[src/rtl/fmcdp_pkg.sv]
package fmcdp_pkg;

    localparam int COORD_SIZE = 64;
    localparam int MAX_ITEMS  = 1024;

    localparam int COORD_W = 7;
    localparam int VALUE_W = 32;
    localparam int TOTAL_W = 48;
    localparam int POS_W   = 11;

    // Walk indices reach up to twice the coordinate range while stepping upward.
    localparam int IDX_W      = $clog2(2 * COORD_SIZE + 1);
    localparam int TREE_DEPTH = COORD_SIZE * COORD_SIZE;
    localparam int TREE_AW    = $clog2(TREE_DEPTH);
    localparam int TOT_DEPTH  = MAX_ITEMS + 1;
    localparam int TOT_AW     = $clog2(TOT_DEPTH);

    typedef struct packed {
        logic [COORD_W-1:0] width;
        logic [COORD_W-1:0] height;
        logic [VALUE_W-1:0] value;
    } t_in_beat;

    typedef struct packed {
        logic [TOTAL_W-1:0] chain_total;
        logic [POS_W-1:0]   parent_position;
        logic               full_res;
    } t_out_beat;

    typedef struct packed {
        logic clr_wr;
        logic load;
        logic tree_rd;
        logic tot_rd;
        logic q_step;
        logic sum;
        logic u_step;
        logic finish;
        logic full_out;
    } t_cmd;

    typedef struct packed {
        logic clr_last;
        logic full;
        logic zero_coord;
        logic q_last;
        logic u_last;
        logic out_free;
    } t_sts;

endpackage

[src/rtl/fmcdp_ctrl.sv]
module fmcdp_ctrl (
    input  logic            i_clk,
    input  logic            i_rst_n,
    input  logic            i_in_valid,
    output logic            o_in_stall,
    input  fmcdp_pkg::t_sts i_sts,
    output fmcdp_pkg::t_cmd o_cmd
);
    import fmcdp_pkg::*;

    typedef enum logic [3:0] {
        S_CLEAR,
        S_IDLE,
        S_FRONT,
        S_QRD,
        S_QTOT,
        S_QCMP,
        S_SUM,
        S_URD,
        S_UTOT,
        S_UCMP,
        S_DONE,
        S_FULL
    } t_state;

    t_state r_state, n_state;

    assign o_in_stall = (r_state != S_IDLE);

    always_comb begin
        n_state = r_state;
        o_cmd   = '0;
        unique case (r_state)
            S_CLEAR: begin
                o_cmd.clr_wr = 1'b1;
                if (i_sts.clr_last) begin
                    n_state = S_IDLE;
                end
            end
            S_IDLE: begin
                if (i_in_valid) begin
                    o_cmd.load = 1'b1;
                    n_state    = S_FRONT;
                end
            end
            S_FRONT: begin
                priority if (i_sts.full) begin
                    n_state = S_FULL;
                end else if (i_sts.zero_coord) begin
                    n_state = S_SUM;
                end else begin
                    n_state = S_QRD;
                end
            end
            S_QRD: begin
                o_cmd.tree_rd = 1'b1;
                n_state       = S_QTOT;
            end
            S_QTOT: begin
                o_cmd.tot_rd = 1'b1;
                n_state      = S_QCMP;
            end
            S_QCMP: begin
                o_cmd.q_step = 1'b1;
                n_state      = i_sts.q_last ? S_SUM : S_QRD;
            end
            S_SUM: begin
                o_cmd.sum = 1'b1;
                n_state   = i_sts.zero_coord ? S_DONE : S_URD;
            end
            S_URD: begin
                o_cmd.tree_rd = 1'b1;
                n_state       = S_UTOT;
            end
            S_UTOT: begin
                o_cmd.tot_rd = 1'b1;
                n_state      = S_UCMP;
            end
            S_UCMP: begin
                o_cmd.u_step = 1'b1;
                n_state      = i_sts.u_last ? S_DONE : S_URD;
            end
            S_DONE: begin
                if (i_sts.out_free) begin
                    o_cmd.finish = 1'b1;
                    n_state      = S_IDLE;
                end
            end
            S_FULL: begin
                if (i_sts.out_free) begin
                    o_cmd.full_out = 1'b1;
                    n_state        = S_IDLE;
                end
            end
            default: begin
                n_state = S_CLEAR;
            end
        endcase
    end

    always_ff @(posedge i_clk) begin
        if (!i_rst_n) begin
            r_state <= S_CLEAR;
        end else begin
            r_state <= n_state;
        end
    end

    a_read_chain: assert property (@(posedge i_clk) disable iff (!i_rst_n)
        o_cmd.tree_rd |=> o_cmd.tot_rd)
        else $error("tree read not followed by total read");

    a_out_room: assert property (@(posedge i_clk) disable iff (!i_rst_n)
        (o_cmd.finish || o_cmd.full_out) |-> i_sts.out_free)
        else $error("result overwrote a pending beat");

endmodule

[config.mk]
export PLATFORM = sky130hd
export DESIGN_NAME = fmcdp_ctrl
export DESIGN_NICKNAME = d
export VERILOG_FILES = /design/src/rtl/fmcdp_pkg.sv /design/src/rtl/fmcdp_ctrl.sv
export SDC_FILE = /design/constraint.sdc
export NUM_CORES = 1
export LEC_CHECK = 0
export BUFFER_PORTS_ARGS = -buffer_cell sky130_fd_sc_hd__clkbuf_2
export CAP_MARGIN = 20
export CORE_AREA = 4 4 41 43
export CTS_BUF_LIST = sky130_fd_sc_hd__clkbuf_4 sky130_fd_sc_hd__clkbuf_8
export DETAILED_ROUTE_END_ITERATION = 10
export DIE_AREA = 0 0 45 47
export SKIP_CTS_REPAIR_TIMING = 1
export SLEW_MARGIN = 15
export SYNTH_ARGS = -nofsm -noshare
export SYNTH_HDL_FRONTEND = slang
export SYNTH_SLANG_ARGS = --single-unit
[constraint.sdc]
create_clock -name i_clk -period 2.15 [get_ports i_clk]
set_clock_uncertainty 0.15 [all_clocks]
set_input_delay 0.1075 -clock i_clk [delete_from_list [all_inputs] [get_ports i_clk]]
set_output_delay 0.1075 -clock i_clk [all_outputs]
set_load 0.05 [all_outputs]
==> results of run 1 <==
==> cell usage after synthesis (all sizes together) (2+ instances only) <==
| cell type | instances |
|---|---|
| buf | 3 |
| o21ai | 2 |
| nor2b | 4 |
| nand2 | 6 |
| dfxtp | 4 |
| nor3 | 5 |
| o22ai | 2 |
| nand2b | 5 |
| o211ai | 2 |
| a21oi | 3 |
| nor2 | 7 |
==> through the flow <==
step	hold WS [ns]	util
after global placement	0.217	0.393
after global routing	0.0979	0.418
final	0.0717	0.418
after detailed placement	0.216	0.393
after floorplan	0.0750	-
after CTS	-0.0254	0.411
==> worst min path at each step <==
stage	endpoint	slack, ns	cells past startpoint
after floorplan	r_state[2]	0.08	1
after global placement	r_state[3]	0.22	2
after detailed placement	r_state[2]	0.22	2
after CTS	r_state[3]	-0.03	2
after global routing	r_state[0]	0.1	3
final	r_state[0]	0.07	3
==> power by group through the flow <==
stage	logic, W	registers (W)	clock network [W]
floorplan	0.000230	0.0000952	0
finish	0.000248	0.000130	0.0000909
CTS	0.000248	0.000130	0.0000951
detailed placement	0.000247	0.000131	0
global placement	0.000245	0.000131	0
global route	0.000271	0.000134	0.000104
==> cell families after synthesis <==
group | Yosys count | synth area share
compound gates | 14 | 0.265
buf+inv | 5 | 0.0542
simple gates | 36 | 0.467
xor+xnor | 1 | 0.0211
flops | 4 | 0.193
==> worst min-delay path, cell delays in order <==
cell	delay (ns)
clkbuf_2	0.08
nor2b_1	0.05
o41ai_2	0.18
==> metal layers <==
layer | vias to the layer above | GRT usage | wire length (um)
met2 | 14 | 0.189 | 533
met3 | 0 | 0.0460 | 60
li1 | 250 | - | -
met5 | - | 0 | 0
met1 | 222 | 0.152 | 502
met4 | 0 | 0.0351 | 0
==> cell type report <==
type / instances / area (um^2) / area share
clock buffer: 3 / 22.5 / 0.0414
inverter: 1 / 3.75 / 0.00690
multi-input combinational: 51 / 319 / 0.586
sequential: 4 / 80.1 / 0.147
tap: 15 / 18.8 / 0.0345
timing repair buffer: 19 / 100 / 0.184
==> impl_metrics.toml, run 1 <==
[setup_path]
cp.buffers_inverters = 1
worst_setup_path_start_kind = "register"
cpLargestDelayFamily = "flip-flops"
crit_slowest_cell = "dfxtp_1"
crit_type = "reg2out"
r2r-end = "r_state[0]"
cp.arrival_ns = 1.63
crit_path_end = "o_cmd[2]"
critPathLaunch = "r_state[3]"
path_max_fanout = 15
max_stage_delay_ns = 0.58
r2r_slack_ns = 0.36
cp-end-kind = "primary output"
rr_worst_depth = 4
cp.required_ns = 1.89
rr_startpoint = "r_state[3]"
cp.depth = 3
path_cells = "or3b_1 -> nor2_1 -> clkbuf_2"

[clock_tree]
cts_root_buffer = "clkbuf_4"
cts_max_level = 1
cts.sinks = 4
clk_path_buf_depth = 2
clkTransAtPathRegs_ns = 0.04
clkLatencyLatePin_ns = 0.23
cts_tree = "yes"
cts_inserted_buffers = 3

[sta]
hold_viol = 0
fin_crit_sh = 0.878
tightestPinTransition_ns = 0.465
fin_setup_tns_ns = 0
slew_violations = 0
relSlewSlack = 0.689
fin_ws_ns = 0.262
max_freq_mhz = 530
setup_viol = 0
rsz0062_at_grt = "no"
fin_crit_ns = 1.89

[global_route]
antenna_found_initial = 0
grt_pass1_vias = 423
overflow = 0
grt_usage = 0.120
grt_max_degree = 16
grt_pass1_wl_mm = 1.84

[pwr]
power.density_mw_per_mm2 = 861
ir_worst_vdd_v = 0.000603
power_switching_w = 0.000236
power.internal_w = 0.000233
pwr-share-comb = 0.529
p_sw_frac = 0.503
p_total_w = 0.000469
sequentialPowerShare = 0.277
clkPwrFrac = 0.194
p_leak_nw = 0.223

[detailed_routing]
wire_per_inst_um = 11.8
vias = 486
wirelength_mm = 1.10
detail_route.vias_per_cell = 5.23
detail-route-antenna-nets = 0
drc = 0
firstDrtPassIters = 4
first_iter_violations = 7

[finish]
final_layout_size_suffix_gt1_frac = 0.346
syn2layout_area_growth_pct = 31.0
fill_cells = 151
largest_reg_flops = 4
layout_commonest_cell = "clkbuf_2"
fin_area_um2 = 544
largest-register = "r_state"
top_regs = "r_state: 4 flops"
final_cell_mix = "18 x clkbuf_2, 7 x nor2_1, 6 x nand2_1"
num_antenna_cells = 0
final_nets = 89
final_cell_count_no_fill = 93

[outcome]
status = "completed"

[placement]
globalplace.congestion = 0.774
place_ws_ns = 0.358
io_buffers = 18
placed_area_um2 = 512
place_inst = 89

[yosys]
synth_seq_cells = 4
synth_top_area_share = 0.193
ys_seq_area_frac = 0.193
avgSynthCellArea_um2 = 6.92
synth_enable_flop_cells = 0
yosysTopAreaCell = "dfxtp_1"
syn-num-nets = 69
yosys_warnings = 0
async_flop_share = 0
netlist_instances = 60
netlist_area_um2 = 415
synth_ff_type = "dfxtp_1"
synth_cell_type_count = 30
synth_area_leaders = "dfxtp_1 19%, nand2b_1 7.5%, nor2_1 6.3%"

[floorplan]
fp.dieArea_mm2 = 0.00212
initial_core_util = 0.319
io_pins = 19
die_h_um = 47
die_x_um = 45
core_mm2 = 0.00130
rows = 13

[min_path]
hold_start = "i_sts[5]"
hp-class = "in2reg"

[flow_run]
maxCapViolCount = 0
Power figures use the tool's default switching activity.
==> run 2, diff against run 1 <==
==> constraint.sdc (replaced) <==
create_clock -name i_clk -period 1.8 [get_ports i_clk]
set_clock_uncertainty 0.15 [all_clocks]
set_input_delay 0.09 -clock i_clk [delete_from_list [all_inputs] [get_ports i_clk]]
set_output_delay 0.09 -clock i_clk [all_outputs]
set_load 0.05 [all_outputs]
==> run 2 against run 1 <==
Net effect: non-clock buffer count is 4 higher; sequential power hardly changed; combinational power is 37% higher; clock power is 18% higher.
==> impl_metrics.toml, run 2 (synthesized netlist as in run 1, its figures left out) <==
[detailed_routing]
drc = 0
wire_per_inst_um = 11.3
first_iter_violations = 9
vias = 485
detail-route-antenna-nets = 0
firstDrtPassIters = 4
detail_route.vias_per_cell = 5.00
wirelength_mm = 1.09

[setup_path]
worst_setup_path_start_kind = "register"
path_max_fanout = 8
r2r_slack_ns = 0.16
rr_worst_depth = 4
cp.required_ns = 1.56
rr_startpoint = "r_state[3]"
crit_type = "reg2out"
cp.arrival_ns = 1.45
cp-end-kind = "primary output"
r2r-end = "r_state[0]"

[sta]
rsz0062_at_grt = "no"
setup_viol = 0
max_freq_mhz = 593
fin_ws_ns = 0.113
hold_viol = 0
slew_violations = 0
fin_crit_sh = 0.937
tightestPinTransition_ns = 0.300
relSlewSlack = 0.800
fin_crit_ns = 1.69

[global_route]
overflow = 0
grt_usage = 0.116
grt_pass1_wl_mm = 1.81
grt_max_degree = 10
antenna_found_initial = 0
grt_pass1_vias = 445

[finish]
final_cell_mix = "17 x clkbuf_2, 7 x nor2_1, 6 x nand2_1"
largest_reg_flops = 4
syn2layout_area_growth_pct = 38.3
num_antenna_cells = 0
final_cell_count_no_fill = 97
largest-register = "r_state"
final_util = 0.441
final_layout_size_suffix_gt1_frac = 0.378
top_regs = "r_state: 4 flops"
layout_commonest_cell = "clkbuf_2"
final_nets = 93

[clock_tree]
cts_inserted_buffers = 3
clkTransAtPathRegs_ns = 0.03
clk_path_buf_depth = 2
cts_root_buffer = "clkbuf_4"
cts_max_level = 1
cts.sinks = 4
clkLatencyLatePin_ns = 0.23
cts_tree = "yes"

[min_path]
hp-class = "in2reg"
holdPathEnd = "r_state[0]"
hold_depth = 3
hold_start = "i_sts[5]"

[floorplan]
initial_core_util = 0.319
die_h_um = 47
rows = 13
io_pins = 19
die_x_um = 45
core_mm2 = 0.00130
fp.dieArea_mm2 = 0.00212

[placement]
dp.final_hpwl_um = 911
io_buffers = 18
globalplace.congestion = 0.843
place_inst = 93
place_ws_ns = 0.158

[pwr]
ir_worst_vdd_v = 0.000471
p_leak_nw = 0.245
p_total_w = 0.000576
power.density_mw_per_mm2 = 1000

[flow_run]
maxCapViolCount = 0

[outcome]
status = "completed"
==> run 2: cell count changes in the layout (fill, tap and decap cells not counted), sizes merged <==
cell | previous run | this run
buf | 0 | 5
clkbuf | 21 | 20
==> run 2: routing by layer <==
metal | track usage | share of wire | vias to the layer above
met5 | 0 | 0 | -
li1 | - | - | 259
met1 | 0.136 | 0.45 | 216
met2 | 0.198 | 0.50 | 10
met3 | 0.0421 | 0.044 | 0
met4 | 0.0351 | 0 | 0
==> run 2: stage by stage <==
stage / instance area [um^2] / setup TNS, ns / hold slack (ns)
3_3_place_gp: 542 / 0 / 0.201
3_5_place_dp: 542 / 0 / 0.210
4_1_cts: 564 / 0 / -0.0354
2_1_floorplan: 422 / -0.921 / 0.0575
6_report: 574 / 0 / 0.0353
5_1_grt: 574 / 0 / 0.0533
==> run 2: layout make-up <==
type                       count  area [um^2]
inverter                       1         3.75
fill                         152          727
clock buffer                   3         22.5
sequential                     4         80.1
multi-input combinational     51          319
tap                           15         18.8
timing repair buffer          23          130
==> run 2: critical path, cell delays in order, from the launching register on <==
cell	delay (ns)
dfxtp_1	0.43
or3b_1	0.41
nor2_1	0.10
clkbuf_2	0.28
==> run 2: worst max-delay path by stage <==
stage / endpoint / start / depth (start not counted)
finish: o_cmd[2] / r_state[3] / 3
global route: o_cmd[7] / r_state[0] / 5
CTS: o_cmd[2] / r_state[3] / 3
detailed placement: r_state[0] / r_state[3] / 4
global placement: r_state[0] / r_state[3] / 4
floorplan: r_state[0] / r_state[1] / 4
==> run 2: report_power, final <==
part	switching, W	internal (W)
clock network	0.0000329	0.0000743
registers	0.0000258	0.000104
logic	0.000222	0.000118
total	0.000280	0.000296
==> run 3, diff against run 2 <==
--- a/config.mk
+++ b/config.mk
@@ -11,6 +11,7 @@
 export CTS_BUF_LIST = sky130_fd_sc_hd__clkbuf_4 sky130_fd_sc_hd__clkbuf_8
 export DETAILED_ROUTE_END_ITERATION = 10
 export DIE_AREA = 0 0 45 47
+export RECOVER_POWER = 50
 export SKIP_CTS_REPAIR_TIMING = 1
 export SLEW_MARGIN = 15
 export SYNTH_ARGS = -nofsm -noshare
==> run 3 against run 2 <==
Net effect: wire length down 0.64%; die area unchanged; clock power about the same; sequential power about the same; flip-flop and latch count unchanged; worst setup slack better by 0.0079 ns; hold slack better by 0.00056 ns; register-to-register slack about the same; final area down 0.65%; non-clock buffer count unchanged; clock-buffer cell count unchanged; global-route usage unchanged.
==> impl_metrics.toml, run 3 (synthesized netlist as in run 1, its figures left out) <==
[outcome]
status = "completed"

[detailed_routing]
first_iter_violations = 8
wirelength_mm = 1.09
wire_per_inst_um = 11.2
drc = 0
firstDrtPassIters = 3
detail-route-antenna-nets = 0
vias = 481
detail_route.vias_per_cell = 4.96
wl_met1_um = 493
met2_length_um = 549
top_layer = "met3"
met3_length_um = 44

[floorplan]
rows = 13
io_pins = 19
die_x_um = 45
die_h_um = 47
fp.dieArea_mm2 = 0.00212
initial_core_util = 0.319
core_mm2 = 0.00130

[global_route]
overflow = 0
grt_usage = 0.116
antenna_found_initial = 0
grt_pass1_wl_mm = 1.81
grt_pass1_vias = 445
grt_max_degree = 10

[placement]
placed_area_um2 = 542
dp.final_hpwl_um = 911
place_ws_ns = 0.158
io_buffers = 18
globalplace.congestion = 0.843

[finish]
top_regs = "r_state: 4 flops"
final_cell_mix = "17 x clkbuf_2, 7 x nor2_1, 6 x nand2_1"
fin_area_um2 = 571
layout_commonest_cell = "clkbuf_2"
final_nets = 93
num_antenna_cells = 0
final_layout_size_suffix_gt1_frac = 0.366
syn2layout_area_growth_pct = 37.3
largest_reg_flops = 4
largest-register = "r_state"

[sta]
setup_viol = 0
fin_crit_sh = 0.933
fin_hold_ws_ns = 0.0358
fin_setup_tns_ns = 0
rsz0062_at_grt = "no"
hold_viol = 0
fin_ws_ns = 0.121
relSlewSlack = 0.804
slew_violations = 0
tightestPinTransition_ns = 0.293
max_freq_mhz = 595
fin_crit_ns = 1.68

[setup_path]
cp-end-kind = "primary output"
critPathLaunch = "r_state[3]"
r2r_slack_ns = 0.17
cp.required_ns = 1.56
crit_path_end = "o_cmd[2]"
crit_type = "reg2out"
worst_setup_path_start_kind = "register"
rr_startpoint = "r_state[3]"
cp.arrival_ns = 1.44
path_max_fanout = 8
r2r-end = "r_state[0]"
rr_worst_depth = 4

[clock_tree]
cts_root_buffer = "clkbuf_4"
cts_max_level = 1
clkLatencyLatePin_ns = 0.23
cts_inserted_buffers = 3
cts_tree = "yes"
clk_path_buf_depth = 2
cts.sinks = 4
clkTransAtPathRegs_ns = 0.03

[pwr]
power.density_mw_per_mm2 = 1010
p_total_w = 0.000574
p_leak_nw = 0.241
ir_worst_vdd_v = 0.000472

[min_path]
hp-class = "in2reg"

[flow_run]
maxCapViolCount = 0
==> run 3: changes by cell type in the layout (fill, tap and decap cells not counted) <==
| cell | change |
|---|---|
| buf_4 | -1 |
| clkbuf_1 | +1 |
==> run 3: report_power, final <==
part           switching (W)  internal [W]
Combinational       0.000221      0.000116
Clock              0.0000333     0.0000743
Sequential         0.0000253      0.000104
==> run 3: through the flow <==
step,std cells,utilization
final,97,0.438
after global routing,97,0.438
after CTS,96,0.434
after detailed placement,93,0.416
after global placement,93,0.416
after floorplan,60,-
==> run 3: area by class of cell <==
| class | count | area (um^2) |
|---|---|---|
| Clock buffer | 3 | 22.5 |
| Fill cell | 154 | 731 |
| Inverter | 1 | 3.75 |
| Multi-Input combinational cell | 51 | 319 |
| Sequential cell | 4 | 80.1 |
| Tap cell | 15 | 18.8 |
| Timing Repair Buffer | 23 | 126 |
==> run 3: worst min path at each step <==
stage,slack [ns],end,cells past startpoint,startpoint
floorplan,0.06,r_state[2],1,i_rst_n
global placement,0.20,r_state[2],2,i_rst_n
detailed placement,0.21,r_state[2],2,i_rst_n
CTS,-0.04,r_state[2],2,i_rst_n
global route,0.05,r_state[0],3,i_sts[5]
finish,0.04,r_state[0],3,i_sts[5]
==> run 3: critical path, cell delays in order (launching register included) <==
cell and delay [ns]:
dfxtp_1 0.43, or3b_1 0.41, nor2_1 0.10, clkbuf_2 0.28
==> run 3: metal layers <==
metal | GRT usage | vias to the layer above
met5 | 0 | -
met3 | 0.0421 | 0
met2 | 0.198 | 8
met4 | 0.0351 | 0
met1 | 0.136 | 213
li1 | - | 260
